## src/rtl/core/qir_pkg.sv

```systemverilog
// Shared constants, types and state codes for the quadratic interpolation resampler.
package qir_pkg;

   localparam int LEN_BITS   = 20;
   localparam int SRC_W      = LEN_BITS;
   localparam int DST_W      = LEN_BITS + 3;
   localparam int SAMPLE_W   = 8;
   localparam int PCM_W      = 16;
   localparam int MAX_RATIO  = 8;
   localparam int EMIT_W     = $clog2(MAX_RATIO + 1);

   localparam int DIV_W      = SRC_W + 1 + DST_W;
   localparam int STEP_W     = $clog2(DIV_W + 1);
   localparam int POS_STEPS  = SRC_W;
   localparam int FRAC_BITS  = 16;
   localparam int CEIL_STEPS = DIV_W;

   localparam int MUL_A_W    = 2 * FRAC_BITS + 1;
   localparam int MUL_B_W    = DST_W + 1;
   localparam int MUL_P_W    = MUL_A_W + MUL_B_W;

   localparam int ACC_W       = 46;
   localparam int S1_SHIFT    = 2 * FRAC_BITS + 1;
   localparam int TRUNC_SHIFT = 25;

   localparam logic [ACC_W-1:0] ROUND_BIAS =
      {{(ACC_W - TRUNC_SHIFT){1'b0}}, {TRUNC_SHIFT{1'b1}}};
   localparam logic signed [ACC_W-1:0] PCM_MAX = 32767;
   localparam logic signed [ACC_W-1:0] PCM_MIN = -32768;

   localparam int CSR_IDX_W  = 1;
   localparam int CSR_DATA_W = DST_W;
   localparam logic [CSR_IDX_W-1:0] CSR_SRC_LEN = 1'b0;
   localparam logic [CSR_IDX_W-1:0] CSR_DST_LEN = 1'b1;

   typedef enum logic [3:0] {
      ST_IDLE,
      ST_CHECK,
      ST_POS_MUL,
      ST_POS_DIV,
      ST_FRAC_DIV,
      ST_MUL_G,
      ST_MUL_A,
      ST_MUL_B,
      ST_EMIT,
      ST_CEIL_MUL,
      ST_CEIL_DIV,
      ST_GROUP_END
   } state_type;

   typedef struct packed {
      logic              start;
      logic [STEP_W-1:0] steps;
      logic [DST_W-1:0]  divisor;
      logic [DST_W-1:0]  init_rem;
      logic [DIV_W-1:0]  bits;
   } div_req_type;

   typedef struct packed {
      logic             busy;
      logic [DIV_W-1:0] quot;
      logic [DST_W-1:0] rem;
   } div_rsp_type;

   typedef struct packed {
      logic               en;
      logic [MUL_A_W-1:0] a;
      logic [MUL_B_W-1:0] b;
   } mul_req_type;

endpackage

```

## src/rtl/core/qir_mul_unit.sv

```systemverilog
// Shared signed multiplier with registered product.
module qir_mul_unit (
   input  logic                                clock,
   input  qir_pkg::mul_req_type                req,
   output logic signed [qir_pkg::MUL_P_W-1:0]  prod
);
   import qir_pkg::*;

   logic signed [MUL_A_W-1:0] op_a;
   logic signed [MUL_B_W-1:0] op_b;
   logic signed [MUL_P_W-1:0] prod_ff;

   assign op_a = $signed(req.a);
   assign op_b = $signed(req.b);

   always_ff @(posedge clock) begin
      if (req.en) begin
         prod_ff <= op_a * op_b;
      end
   end

   assign prod = prod_ff;

endmodule
```

## config.mk

```make
export PLATFORM = sky130hd
export DESIGN_NAME = qir_mul_unit
export DESIGN_NICKNAME = d
export VERILOG_FILES = /design/src/rtl/core/qir_pkg.sv /design/src/rtl/core/qir_mul_unit.sv
export SDC_FILE = /design/constraint.sdc
export NUM_CORES = 2
export LEC_CHECK = 0
export BUFFER_PORTS_ARGS = -buffer_cell sky130_fd_sc_hd__clkbuf_2
export CAP_MARGIN = 20
export CORE_UTILIZATION = 30
export CTS_BUF_LIST = sky130_fd_sc_hd__clkbuf_16
export CTS_CLUSTER_DIAMETER = 150
export DETAILED_ROUTE_END_ITERATION = 7
export HOLD_SLACK_MARGIN = 0.05
export PLACE_DENSITY = 0.57
export SYNTH_ARGS = -nofsm -noshare
export SYNTH_HDL_FRONTEND = slang
export SYNTH_SLANG_ARGS = --single-unit
```

## constraint.sdc

```tcl
create_clock -name clock -period 12.61 [get_ports clock]
set_clock_uncertainty 0.2 [all_clocks]
set_input_delay 3.1525 -clock clock [delete_from_list [all_inputs] [get_ports clock]]
set_output_delay 3.1525 -clock clock [all_outputs]
set_load 0.02 [all_outputs]
```

==> results.sh <==
export IMPL_outcome="finished clean"
export IMPL_drc_errors=0
export IMPL_path_cells="clkbuf_2 -> nand2_1 -> fa_1 -> fa_1 -> inv_1 -> fa_1 -> inv_1 -> fa_1 -> fa_1 -> inv_1 -> fa_1 -> fa_1 -> ha_1 -> nand2_1 -> nor4_1 -> nand4_1 -> o21ai_2 -> a221o_1 -> a21oi_2 -> xnor2_1"
export IMPL_post_synth_top_area_cell="fa_1"
export IMPL_fin_nets=4152
export IMPL_routed_wl_um=80400
export IMPL_async_flop_share_pct=0
export IMPL_highest_layer="met5"
export IMPL_ys_seq_area_share_pct=5.77
export IMPL_synthTopCellsByCount="inv_1 (843), fa_1 (805), nand2_1 (416), and2_1 (381), ha_1 (152)"
export IMPL_first_iter_violations=1050
export IMPL_hold_class="primary input to flip-flop"
export IMPL_vias=20300
export IMPL_ys_types=56
export IMPL_grt_pass1_vias=22800
export IMPL_cts_buffers=9
export IMPL_dr_pass1_iters=5
export IMPL_num_rows=115
export IMPL_relSlewSlack_pct=32.3
export IMPL_via_per_inst=4.58
export IMPL_drv_slew=0
export IMPL_met1_length_um=33400
export IMPL_synth_top_area_share_pct=54.3
export IMPL_synth_edf_count=57
export IMPL_crit_path_max_incr_delay_ps=930
export IMPL_startpoint_type="primary input"
export IMPL_start_util_pct=30.2
export IMPL_ys_flop_type="edfxtp_1"
export IMPL_cts_root_buf="clkbuf_16"
export IMPL_end_kind="flip-flop"
export IMPL_yosys_register_bits=57
export IMPL_startpoint="req[9]"
export IMPL_dp_hpwl_um=64600
export IMPL_port_buffers=115
export IMPL_dp_cells=4412
export IMPL_syn_area_per_cell_um2=9.43
export IMPL_core_area_um2=98100
export IMPL_wl_met2_um=40100
export IMPL_clk_pin_slew_ps=70
export IMPL_crit_fanout=33
export IMPL_final_instance_count_excl_fill=4429
export IMPL_finalSetupTns_ps=0
export IMPL_overflow=0
export IMPL_syn2layout_area_growth_pct=6.81
export IMPL_drive_gt1_share_pct=5.32
export IMPL_multi_input_area_um2=24200
export IMPL_hold_viol_final=0
export IMPL_holdWs_ps=2890
export IMPL_synth_most_common_cell="inv_1"
export IMPL_dr_wl_met3_um=4780
export IMPL_cpMostUsedCell="fa_1"
export IMPL_timing_max_cap_violations=0
export IMPL_grtUsageTotal_pct=17.2
export IMPL_dieWidth_um=317
export IMPL_fmaxAchievable_mhz=93.3
export IMPL_setup_viol=0
export IMPL_ios=116
export IMPL_synth_area_leaders="fa_1 (54%), inv_1 (11%), and2_1 (8.0%), ha_1 (6.4%), edfxtp_1 (5.8%)"
export IMPL_clock_sinks=57
export IMPL_ant_nets=0
export IMPL_h_tree_depth=3
export IMPL_cts_resized=0
export IMPL_arrival_ps=10650
export IMPL_fillers=10300
export IMPL_cp_endpoint="prod[54]"
export IMPL_cp_required_ps=12540
export IMPL_hold_buffers=0
export IMPL_timing_final_crit_share_pct=85.0
export IMPL_post_drt_wl_per_cell_um=18.2
export IMPL_die_area_um2=100000
export IMPL_cts_buffer_depth=2
export IMPL_grt_antenna_before_repair=12
export IMPL_rsz0062_at_grt="false"
export IMPL_seq_area_um2=1710
export IMPL_post_cts_setup_buffers=0
export IMPL_yosysWarnings=0
export IMPL_slowest_stage="fa_1"
export IMPL_worst_pin_slew_ps=1020
export IMPL_grt_max_degree=53
export IMPL_cts_tree="built"
export IMPL_path_class="primary input to flip-flop"
export IMPL_synth_fp_nets=4165
export IMPL_routabilityCongestion=0.843
export IMPL_grt_pass1_wl_um=131000
export IMPL_netlist_instances=3149
export IMPL_fin_crit_ps=10710
export IMPL_largest_register_ffs=57
export IMPL_synth_area_um2=29700
export IMPL_dieHeight_um=317
-- cells in the final DEF, fill, tap and decap left out, types with 4 or more instances in the layout --
cell type	count
fa_1	805
a21o_1	29
nand2_1	416
and2_1	381
edfxtp_1	57
ha_1	152
o21bai_1	12
o21ai_0	20
xor2_1	16
nand4_1	9
a21oi_1	56
clkbuf_2	114
nor2b_1	4
nor3_1	5
and3_1	6
a21oi_2	8
inv_1	843
a31oi_1	5
nand3_1	10
clkbuf_16	9
xnor2_1	49
o21ai_1	8
buf_4	13
nor2_1	51
nand2b_1	11
-- through the flow --
| step | cell area (um2) | setup slack (ps) | util [%] |
|---|---|---|---|
| after floorplan | 29700 | 2750 | - |
| after global placement | 31400 | 1220 | 32.0 |
| after detailed placement | 31400 | 1540 | 32.0 |
| after CTS | 31700 | 1940 | 32.3 |
| after global routing | 31700 | 1510 | 32.3 |
| final | 31700 | 1900 | 32.3 |
-- cells by family (layout without fill, tap and decap cells) --
logic type / Yosys count / count (layout) / share of synthesized area, %
buffers and inverters: 996 / 988 / 12.6
adder cells (fa/ha/maj): 957 / 957 / 60.7
AO/OA/AOI/OAI: 172 / 172 / 3.92
other: 0 / 1 / 0
flip-flops: 57 / 57 / 5.77
XOR/XNOR: 65 / 65 / 1.92
AND/OR/NAND/NOR: 902 / 902 / 15.1
-- cell type report --
cell class / count / area share, %
clock buffer: 9 / 0.710
antenna: 1 / 0.00789
tap: 1287 / 5.08
timing repair buffer: 128 / 2.12
multi-input combinational: 2096 / 76.4
sequential: 57 / 5.40
inverter: 844 / 9.99
clock inverter: 7 / 0.300
-- per-layer routing --
layer / track usage, % / vias up
met5: 0 / -
met4: 5.07 / 14
met3: 2.95 / 126
met2: 29.5 / 536
met1: 22.2 / 10700
li1: - / 8933
-- worst min path at each step --
stage	slack (ps)	to	cells after the start	from
3_5_place_dp	3310	prod[53]	1	req[57]
4_1_cts	2880	prod[53]	1	req[57]
3_3_place_gp	3320	prod[55]	1	req[57]
6_report	2890	prod[53]	1	req[57]
5_1_grt	2890	prod[53]	1	req[57]
2_1_floorplan	3070	prod[0]	0	req[57]
-- critical path: cells and delay by family --
family                   cells  cell delay (ps)
adder cells (fa/ha/maj)      8             4500
AND/OR/NAND/NOR              4             1260
buffers and inverters        4              990
AO/OA/AOI/OAI                3              560
XOR/XNOR                     1              130
Power is left out: the tool's default activity adds up to more than one toggle a clock period on the data nets, which glitch-free logic cannot reach.
