--- src/rtl/core/qir_pkg.sv ---
// Shared constants, types and state codes for the quadratic interpolation resampler.
package qir_pkg;

   localparam int LEN_BITS   = 20;
   localparam int SRC_W      = LEN_BITS;
   localparam int DST_W      = LEN_BITS + 3;
   localparam int SAMPLE_W   = 8;
   localparam int PCM_W      = 16;
   localparam int MAX_RATIO  = 8;
   localparam int EMIT_W     = $clog2(MAX_RATIO + 1);

   localparam int DIV_W      = SRC_W + 1 + DST_W;
   localparam int STEP_W     = $clog2(DIV_W + 1);
   localparam int POS_STEPS  = SRC_W;
   localparam int FRAC_BITS  = 16;
   localparam int CEIL_STEPS = DIV_W;

   localparam int MUL_A_W    = 2 * FRAC_BITS + 1;
   localparam int MUL_B_W    = DST_W + 1;
   localparam int MUL_P_W    = MUL_A_W + MUL_B_W;

   localparam int ACC_W       = 46;
   localparam int S1_SHIFT    = 2 * FRAC_BITS + 1;
   localparam int TRUNC_SHIFT = 25;

   localparam logic [ACC_W-1:0] ROUND_BIAS =
      {{(ACC_W - TRUNC_SHIFT){1'b0}}, {TRUNC_SHIFT{1'b1}}};
   localparam logic signed [ACC_W-1:0] PCM_MAX = 32767;
   localparam logic signed [ACC_W-1:0] PCM_MIN = -32768;

   localparam int CSR_IDX_W  = 1;
   localparam int CSR_DATA_W = DST_W;
   localparam logic [CSR_IDX_W-1:0] CSR_SRC_LEN = 1'b0;
   localparam logic [CSR_IDX_W-1:0] CSR_DST_LEN = 1'b1;

   typedef enum logic [3:0] {
      ST_IDLE,
      ST_CHECK,
      ST_POS_MUL,
      ST_POS_DIV,
      ST_FRAC_DIV,
      ST_MUL_G,
      ST_MUL_A,
      ST_MUL_B,
      ST_EMIT,
      ST_CEIL_MUL,
      ST_CEIL_DIV,
      ST_GROUP_END
   } state_type;

   typedef struct packed {
      logic              start;
      logic [STEP_W-1:0] steps;
      logic [DST_W-1:0]  divisor;
      logic [DST_W-1:0]  init_rem;
      logic [DIV_W-1:0]  bits;
   } div_req_type;

   typedef struct packed {
      logic             busy;
      logic [DIV_W-1:0] quot;
      logic [DST_W-1:0] rem;
   } div_rsp_type;

   typedef struct packed {
      logic               en;
      logic [MUL_A_W-1:0] a;
      logic [MUL_B_W-1:0] b;
   } mul_req_type;

endpackage

--- src/rtl/core/qir_div_unit.sv ---
// Shared radix-2 restoring divider, one quotient bit per cycle.
module qir_div_unit (
   input  logic                clock,
   input  logic                reset,
   input  qir_pkg::div_req_type req,
   output qir_pkg::div_rsp_type rsp
);
   import qir_pkg::*;

   logic [STEP_W-1:0] cnt_ff, cnt_in;
   logic [DST_W-1:0]  rem_ff, rem_in;
   logic [DST_W-1:0]  dvs_ff, dvs_in;
   logic [DIV_W-1:0]  sh_ff, sh_in;
   logic [DIV_W-1:0]  quot_ff, quot_in;
   logic [DST_W:0]    trial;
   logic [DST_W:0]    diff;
   logic              fits;

   always_comb begin
      trial   = {rem_ff, sh_ff[DIV_W-1]};
      diff    = trial - {1'b0, dvs_ff};
      fits    = trial >= {1'b0, dvs_ff};
      cnt_in  = cnt_ff;
      rem_in  = rem_ff;
      dvs_in  = dvs_ff;
      sh_in   = sh_ff;
      quot_in = quot_ff;
      if (req.start) begin
         cnt_in  = req.steps;
         rem_in  = req.init_rem;
         dvs_in  = req.divisor;
         sh_in   = req.bits;
         quot_in = '0;
      end else if (cnt_ff != '0) begin
         cnt_in  = cnt_ff - 1'b1;
         sh_in   = {sh_ff[DIV_W-2:0], 1'b0};
         quot_in = {quot_ff[DIV_W-2:0], fits};
         rem_in  = fits ? diff[DST_W-1:0] : trial[DST_W-1:0];
      end
   end

   always_ff @(posedge clock) begin
      if (reset) begin
         cnt_ff <= '0;
      end else begin
         cnt_ff <= cnt_in;
      end
      rem_ff  <= rem_in;
      dvs_ff  <= dvs_in;
      sh_ff   <= sh_in;
      quot_ff <= quot_in;
   end

   assign rsp.busy = (cnt_ff != '0);
   assign rsp.quot = quot_ff;
   assign rsp.rem  = rem_ff;

endmodule

--- config.mk ---
export PLATFORM = sky130hd
export DESIGN_NAME = qir_div_unit
export DESIGN_NICKNAME = d
export VERILOG_FILES = /design/src/rtl/core/qir_pkg.sv /design/src/rtl/core/qir_div_unit.sv
export SDC_FILE = /design/constraint.sdc
export NUM_CORES = 1
export LEC_CHECK = 0
export ABC_AREA = 1
export BUFFER_PORTS_ARGS = -buffer_cell sky130_fd_sc_hd__buf_2
export CORE_ASPECT_RATIO = 1.5
export CORE_MARGIN = 10
export CORE_UTILIZATION = 50
export DETAILED_ROUTE_END_ITERATION = 12
export GPL_TIMING_DRIVEN = 0
export PLACE_DENSITY = 0.86
export RECOVER_POWER = 50
export SYNTH_ARGS = -nofsm -noshare
export SYNTH_HDL_FRONTEND = slang
export SYNTH_SLANG_ARGS = --single-unit
--- constraint.sdc ---
create_clock -name clock -period 8.69 [get_ports clock]
set_clock_uncertainty 0.1 [all_clocks]
set_input_delay 1.738 -clock clock [delete_from_list [all_inputs] [get_ports clock]]
set_output_delay 1.738 -clock clock [all_outputs]
set_load 0.02 [all_outputs]
==> impl_summary.log, run 1 <==
[metrics] outcome: finished, violations left
[metrics] violated checks: max-capacitance violations, max-slew violations
[metrics] CTS clock-pin slew for the worst setup and hold paths: 0.06 ns
[metrics] cell with the largest stage delay on the worst path: sky130_fd_sc_hd__clkbuf_1
[metrics] maximum number of pins on one net before global-route repair: 66
[metrics] PwrDens: 310 nW/um^2
[metrics] max-cap violations: 1
[metrics] clock latency at the later pin of the worst-skew pair: 0.42 ns
[metrics] global-route usage over all layers: 0.205
[metrics] fraction of final layout cells sized beyond drive strength 1: 0.156
[metrics] Crit Path Class: in2reg
[metrics] setup slack of the most critical reg-to-reg path: 5.76 ns
[metrics] vias in the first global route: 6,671
[metrics] cell repeated most along the worst path: sky130_fd_sc_hd__clkbuf_1
[metrics] cell leakage power: 4.19 nW
[metrics] die height: 168 microns
[metrics] register bit total from synthesis: 140
[metrics] syn nets: 1,028
[metrics] clock sink count: 140
[metrics] row cnt: 54
[metrics] portion of synthesized cell area occupied by the leading cell type: 0.371
[metrics] final worst hold slack: 0.390 ns
[metrics] area delta synth->final: 22.5%
[metrics] mapped cell area: 7290 sq um
[metrics] Setup Total Neg Slack: 0 ns
[metrics] sequential-to-total area share from yosys stat: 0.508
[metrics] actual slew at the worst max-slew pin: 1.62 ns
[metrics] instance area after placement: 8400 sq um
[metrics] Peak VDD IR: 0.166 mV
[metrics] setup repair after global routing missed its margin: false
[metrics] Residual DRC: 0
[metrics] Required @ worst endpoint: 8.67 ns
[metrics] Final Hold Violating Endpoints: 0
[metrics] Setup violations, final: 0
[metrics] most frequent cells in the layout: 354 x sky130_fd_sc_hd__nand2_1, 135 x sky130_fd_sc_hd__inv_1, 98 x sky130_fd_sc_hd__buf_2
[metrics] startpoint kind of the worst setup timing path: primary input
[metrics] Horiz. Die Dim: 119 microns
[metrics] total placed cells including tap cells: 1,267
[metrics] arrival time at the worst endpoint: 4.73 ns
[metrics] grt total ovfl: 0
[metrics] hold_sp: cnt_ff[1]
[metrics] area occupied by multi-input gates: 2940 sq um
[metrics] CORE AREA: 14,500 sq um
[metrics] antenna-violating nets left: 0
[metrics] crit path capture type: register
[metrics] DP Wirelength: 16.0 mm
[metrics] final core occ: 0.618
[metrics] # H-tree levels: 4
[metrics] type of the worst min-delay path: reg2reg
[metrics] Num CTS Buffers: 17
[metrics] number of DRC markers after the initial detailed-route iteration: 283
[metrics] gate count of the mapped netlist: 904
[metrics] top post-synthesis cells by area: sky130_fd_sc_hd__edfxtp_1 37%, sky130_fd_sc_hd__nand2_1 18%, sky130_fd_sc_hd__dfxtp_1 14%
[metrics] final net count: 1,214
[metrics] Placer Congestion: 0.943
[metrics] fin. max-slew vios: 26
[metrics] Total Wirelength: 20.5 mm
[metrics] top fanout value on the critical path: 65
[metrics] global-route wire length before repair: 32.8 mm
[metrics] DR WL/cell: 15.8 microns
[metrics] Crit path buffers/inverters: 4
[metrics] largest buffer count on any clock path: 2
[metrics] Rel. slew slack: -0.0806
[metrics] master cell of the clock root buffer: sky130_fd_sc_hd__clkbuf_16
[metrics] post-route clock period utilization: 0.547
[metrics] PortBufs: 166
[metrics] total I/O pin count: 167
[metrics] fmax: 210 MHz
[metrics] post-route cell area: 8930 sq um
[metrics] layout filler cell count: 1,341
[metrics] commonest non-fill, non-tap cell in the layout: sky130_fd_sc_hd__nand2_1
[metrics] delay of the slowest cell on the worst path: 1.15 ns
[metrics] total number of yosys warnings: 0
[metrics] distinct cell type count of the synthesized netlist: 36
[metrics] non-filler cells in the finished layout: 1,303
[metrics] Final Critical Period: 4.75 ns
[metrics] number of buffers added to fix hold violations after cts: 0
[metrics] top cell family by delay on the critical path: buffers and inverters
[metrics] routed vias/inst: 4.93
[metrics] DR pass1 iterations: 5
[metrics] clock tree from TritonCTS: yes
[metrics] source of the critical timing path: req[96]
[metrics] number of antenna violations at the first check in global routing: 6
[metrics] critical path cell sequence: clkbuf_1, nor2_1, inv_1, clkbuf_1, buf_16
[metrics] die footprint: 19,900 sq um
[metrics] mean instance size in the synthesized netlist: 8.06 sq um
[metrics] number of instances resized during post-cts repair: 0
[metrics] vias after detailed routing: 6,429
[metrics] FF+latch area: 3700 sq um
[metrics] initial core utilization: 0.504
[metrics] cell accounting for the most synthesized area: sky130_fd_sc_hd__edfxtp_1
[metrics] setup repair bufs after CTS: 0
[metrics] reg-to-reg startpoint: cnt_ff[1]
layout make-up:
class / instances / area share
Multi-Input combinational cell: 600 / 0.329
Buffer: 27 / 0.0147
Clock inverter: 15 / 0.0212
Tap cell: 196 / 0.0275
Inverter: 137 / 0.0576
Antenna cell: 4 / 0.00112
Clock buffer: 17 / 0.0476
Sequential cell: 140 / 0.415
Timing Repair Buffer: 167 / 0.0866
metal layers:
layer | share of wire | track usage
met5 | 0.0024 | 0
met3 | 0.067 | 0.0613
met4 | 0.035 | 0.0948
met2 | 0.53 | 0.379
met1 | 0.36 | 0.205
power by group:
part | leakage [nW] | switching [W] | internal (W)
Combinational | 2.55 | 0.000737 | 0.000376
Clock | 0.299 | 0.000348 | 0.000396
Sequential | 1.35 | 0.0000709 | 0.000844
Total | 4.19 | 0.00116 | 0.00162
registers in the layout, summed over array words and instances (netlist names):
name / count
cnt_ff: 6
sh_ff: 44
dvs_ff: 23
quot_ff: 44
rem_ff: 23
final timing paths:
| path | endpoint | depth (start not counted) |
|---|---|---|
| max | sh_ff[0] | 5 |
| min | cnt_ff[1] | 2 |
| max reg2reg | sh_ff[0] | 8 |
| min reg2reg | cnt_ff[1] | 2 |
synth_stat cells:
cell type / number
sky130_fd_sc_hd__buf_6: 4
sky130_fd_sc_hd__nand2_1: 354
sky130_fd_sc_hd__fa_1: 1
sky130_fd_sc_hd__edfxtp_1: 90
sky130_fd_sc_hd__nand3b_1: 8
sky130_fd_sc_hd__nand4_4: 1
sky130_fd_sc_hd__o21ai_1: 10
sky130_fd_sc_hd__a21oi_1: 18
sky130_fd_sc_hd__a21boi_0: 1
sky130_fd_sc_hd__nor3b_2: 1
sky130_fd_sc_hd__nor3_1: 4
sky130_fd_sc_hd__buf_2: 1
sky130_fd_sc_hd__nor2_2: 24
sky130_fd_sc_hd__o21ai_0: 4
sky130_fd_sc_hd__o22ai_1: 41
sky130_fd_sc_hd__clkinv_1: 1
sky130_fd_sc_hd__nand3_1: 29
sky130_fd_sc_hd__a21oi_2: 1
sky130_fd_sc_hd__and2_1: 2
sky130_fd_sc_hd__nor2_1: 40
sky130_fd_sc_hd__dfxtp_1: 50
sky130_fd_sc_hd__o21bai_1: 3
sky130_fd_sc_hd__a2111oi_0: 1
sky130_fd_sc_hd__nand4_1: 7
sky130_fd_sc_hd__nand2_2: 8
sky130_fd_sc_hd__inv_2: 3
sky130_fd_sc_hd__inv_1: 133
sky130_fd_sc_hd__xnor2_1: 8
sky130_fd_sc_hd__buf_1: 1
sky130_fd_sc_hd__nor2_4: 2
sky130_fd_sc_hd__ha_1: 24
sky130_fd_sc_hd__a2bb2oi_1: 1
sky130_fd_sc_hd__a22o_1: 1
sky130_fd_sc_hd__clkbuf_1: 21
sky130_fd_sc_hd__xor2_1: 5
sky130_fd_sc_hd__nor4_1: 1
worst reg2reg max path, cell delays in order, from the launching register on:
cell and delay (ns):
sky130_fd_sc_hd__dfxtp_1 0.35, sky130_fd_sc_hd__inv_1 0.05, sky130_fd_sc_hd__ha_1 0.19, sky130_fd_sc_hd__nor3b_2 0.18, sky130_fd_sc_hd__nand2_1 0.13, sky130_fd_sc_hd__nor2_1 0.13, sky130_fd_sc_hd__inv_1 0.32, sky130_fd_sc_hd__clkbuf_1 0.72
sky130_fd_sc_hd__buf_16 0.36
cells by family after synthesis:
| logic type | after synthesis | share of synthesized area |
|---|---|---|
| AND/OR/NAND/NOR | 481 | 0.278 |
| buffers and inverters | 164 | 0.0887 |
| AO/OA/AOI/OAI | 81 | 0.0661 |
| XOR/XNOR | 13 | 0.0156 |
| adder cells (fa/ha/maj) | 25 | 0.0439 |
| flip-flops | 140 | 0.508 |
metrics by stage:
| stage | worst slack [ns] | power, W |
|---|---|---|
| after floorplan | 4.21 | 0.00173 |
| after global placement | 2.39 | 0.00204 |
| after detailed placement | 4.59 | 0.00206 |
| after CTS | 5.01 | 0.00280 |
| after global routing | 3.72 | 0.00297 |
| final | 3.94 | 0.00277 |
(Power assumes the default switching activity.)
==> inputs of run 2 (changes only) <==
CORE_UTILIZATION = 49   (was 50)
PLACE_DENSITY = 0.87   (was 0.86)
clock period = 4.15 ns   (was 8.69 ns; I/O delays follow)
==> run 2 against run 1 <==
  * The flow now finishes without violations
  * Die area up 1.7%
  * Combinational power up 110%
  * Global-route usage down 0.22 points
  * Largest cell class unchanged
==> impl_summary.log, run 2 (same netlist as run 1, synthesis figures left out) <==
[metrics] type of the worst min-delay path: reg2reg
[metrics] fraction of final layout cells sized beyond drive strength 1: 0.158
[metrics] # H-tree levels: 4
[metrics] Peak VDD IR: 0.339 mV
[metrics] max-cap violations: 0
[metrics] largest buffer count on any clock path: 2
[metrics] DR WL/cell: 15.9 microns
[metrics] worst-case reg-to-reg path depth: 8
[metrics] startpoint kind of the worst setup timing path: primary input
[metrics] vias in the first global route: 6,536
[metrics] cell leakage power: 4.19 nW
[metrics] maximum number of pins on one net before global-route repair: 61
[metrics] Setup violations, final: 0
[metrics] Residual DRC: 0
[metrics] Total Wirelength: 20.7 mm
[metrics] Final Critical Period: 3.22 ns
[metrics] number of DRC markers after the initial detailed-route iteration: 266
[metrics] Required @ worst endpoint: 4.14 ns
[metrics] grt total ovfl: 0
[metrics] area delta synth->final: 22.3%
[metrics] Horiz. Die Dim: 120 microns
[metrics] global-route wire length before repair: 32.7 mm
[metrics] setup slack of the most critical reg-to-reg path: 1.10 ns
[metrics] DR pass1 iterations: 5
[metrics] top fanout value on the critical path: 60
[metrics] CORE AREA: 14,600 sq um
[metrics] reg-to-reg startpoint: cnt_ff[1]
[metrics] commonest non-fill, non-tap cell in the layout: sky130_fd_sc_hd__nand2_1
[metrics] Crit Path Class: in2reg
[metrics] setup repair after global routing missed its margin: false
[metrics] DP Wirelength: 15.7 mm
[metrics] CTS clock-pin slew for the worst setup and hold paths: 0.07 ns
[metrics] number of buffers added to fix hold violations after cts: 0
[metrics] antenna-violating nets left: 0
[metrics] actual slew at the worst max-slew pin: 1.19 ns
[metrics] PwrDens: 649 nW/um^2
[metrics] initial core utilization: 0.499
[metrics] hold endpoint: quot_ff[43]
[metrics] vias after detailed routing: 6,390
[metrics] smallest setup slack after layout: 0.934 ns
[metrics] row cnt: 54
[metrics] setup repair bufs after CTS: 0
[metrics] number of antenna violations at the first check in global routing: 7
[metrics] master cell of the clock root buffer: sky130_fd_sc_hd__clkbuf_16
[metrics] crit path capture type: register
[metrics] post-route clock period utilization: 0.775
[metrics] count of cells along the worst hold path: 2
[metrics] fmax: 311 MHz
[metrics] most frequent cells in the layout: 354 x sky130_fd_sc_hd__nand2_1, 135 x sky130_fd_sc_hd__inv_1, 100 x sky130_fd_sc_hd__buf_2
[metrics] PortBufs: 166
[metrics] final net count: 1,214
[metrics] global-route usage over all layers: 0.203
[metrics] Placer Congestion: 0.928
[metrics] Worst R2R End: sh_ff[1]
[metrics] Num CTS Buffers: 17
[metrics] fin. max-slew vios: 0
[metrics] arrival time at the worst endpoint: 3.21 ns
[metrics] total I/O pin count: 167
[metrics] die height: 169 microns
[metrics] clock sink count: 140
[metrics] outcome: finished, final reports clean
[metrics] Rel. slew slack: 0.205
[metrics] total power consumption of the routed design: 0.00578 W
[metrics] routed vias/inst: 4.90
[metrics] die footprint: 20,300 sq um
[metrics] Final Hold Violating Endpoints: 0
[metrics] layout filler cell count: 1,358
[metrics] number of instances resized during post-cts repair: 0
[metrics] pre-CTS setup slack: 0.939 ns
[metrics] clock tree from TritonCTS: yes
[metrics] clock latency at the later pin of the worst-skew pair: 0.42 ns
[metrics] hold_sp: quot_ff[43]
[metrics] largest registers: quot_ff x44, sh_ff x44
## run 2: cell types whose count changed in the layout (fill, tap and decap cells not counted), sizes merged
cell	before	now
clkbuf	107	105
buf	104	106
bufinv	0	1
clkinv	7	6
## run 2: area by class of cell
type | instances | area, sq um | area share
inverter | 137 | 514 | 0.0577
sequential | 140 | 3700 | 0.415
timing repair buffer | 167 | 774 | 0.0869
antenna | 4 | 10.0 | 0.00112
clock buffer | 17 | 425 | 0.0477
buffer | 27 | 133 | 0.0149
multi-input combinational | 600 | 2940 | 0.329
clock inverter | 15 | 171 | 0.0192
tap | 196 | 245 | 0.0275
## run 2: where the power goes
group / leakage (nW) / switching, W / internal, W / total (W)
Sequential: 1.35 / 0.000145 / 0.00177 / 0.00191
Clock: 0.297 / 0.000676 / 0.000861 / 0.00154
Combinational: 2.55 / 0.00155 / 0.000787 / 0.00233
Total: 4.19 / 0.00237 / 0.00342 / 0.00578
## run 2: worst max path at each step
stage | start | end | slack (ns) | cells after the start
finish | req[96] | sh_ff[1] | 0.93 | 5
global route | req[96] | rem_ff[14] | 0.76 | 5
CTS | req[96] | quot_ff[36] | 1.34 | 6
detailed placement | req[96] | quot_ff[30] | 0.94 | 6
global placement | req[96] | sh_ff[5] | -1.13 | 4
floorplan | cnt_ff[0] | rem_ff[0] | 0.42 | 7
## run 2: metal layers
layer  share of wire  vias up  global-route usage
met5          0.0016        -                   0
met4           0.027        6              0.0779
met3           0.067       45              0.0686
met2            0.54      189               0.378
met1            0.37     2888               0.202
li1                -     3262                   -
## run 2: critical path: stages
cell and delay (ns):
sky130_fd_sc_hd__buf_2 0.53, sky130_fd_sc_hd__nor2_1 0.27, sky130_fd_sc_hd__inv_1 0.26, sky130_fd_sc_hd__clkbuf_1 0.91, sky130_fd_sc_hd__buf_16 0.36
## run 2: per-stage QoR
step	cell area (sq um)	std cells	util	TNS (ns)	hold WS, ns
finish	8910	1303	0.611	0	0.359
floorplan	7290	904	-	0	0.351
CTS	8990	1299	0.616	0	0.359
global route	8910	1300	0.610	0	0.401
global placement	8370	1266	0.573	-84.49	0.337
detailed placement	8400	1267	0.575	0	0.353
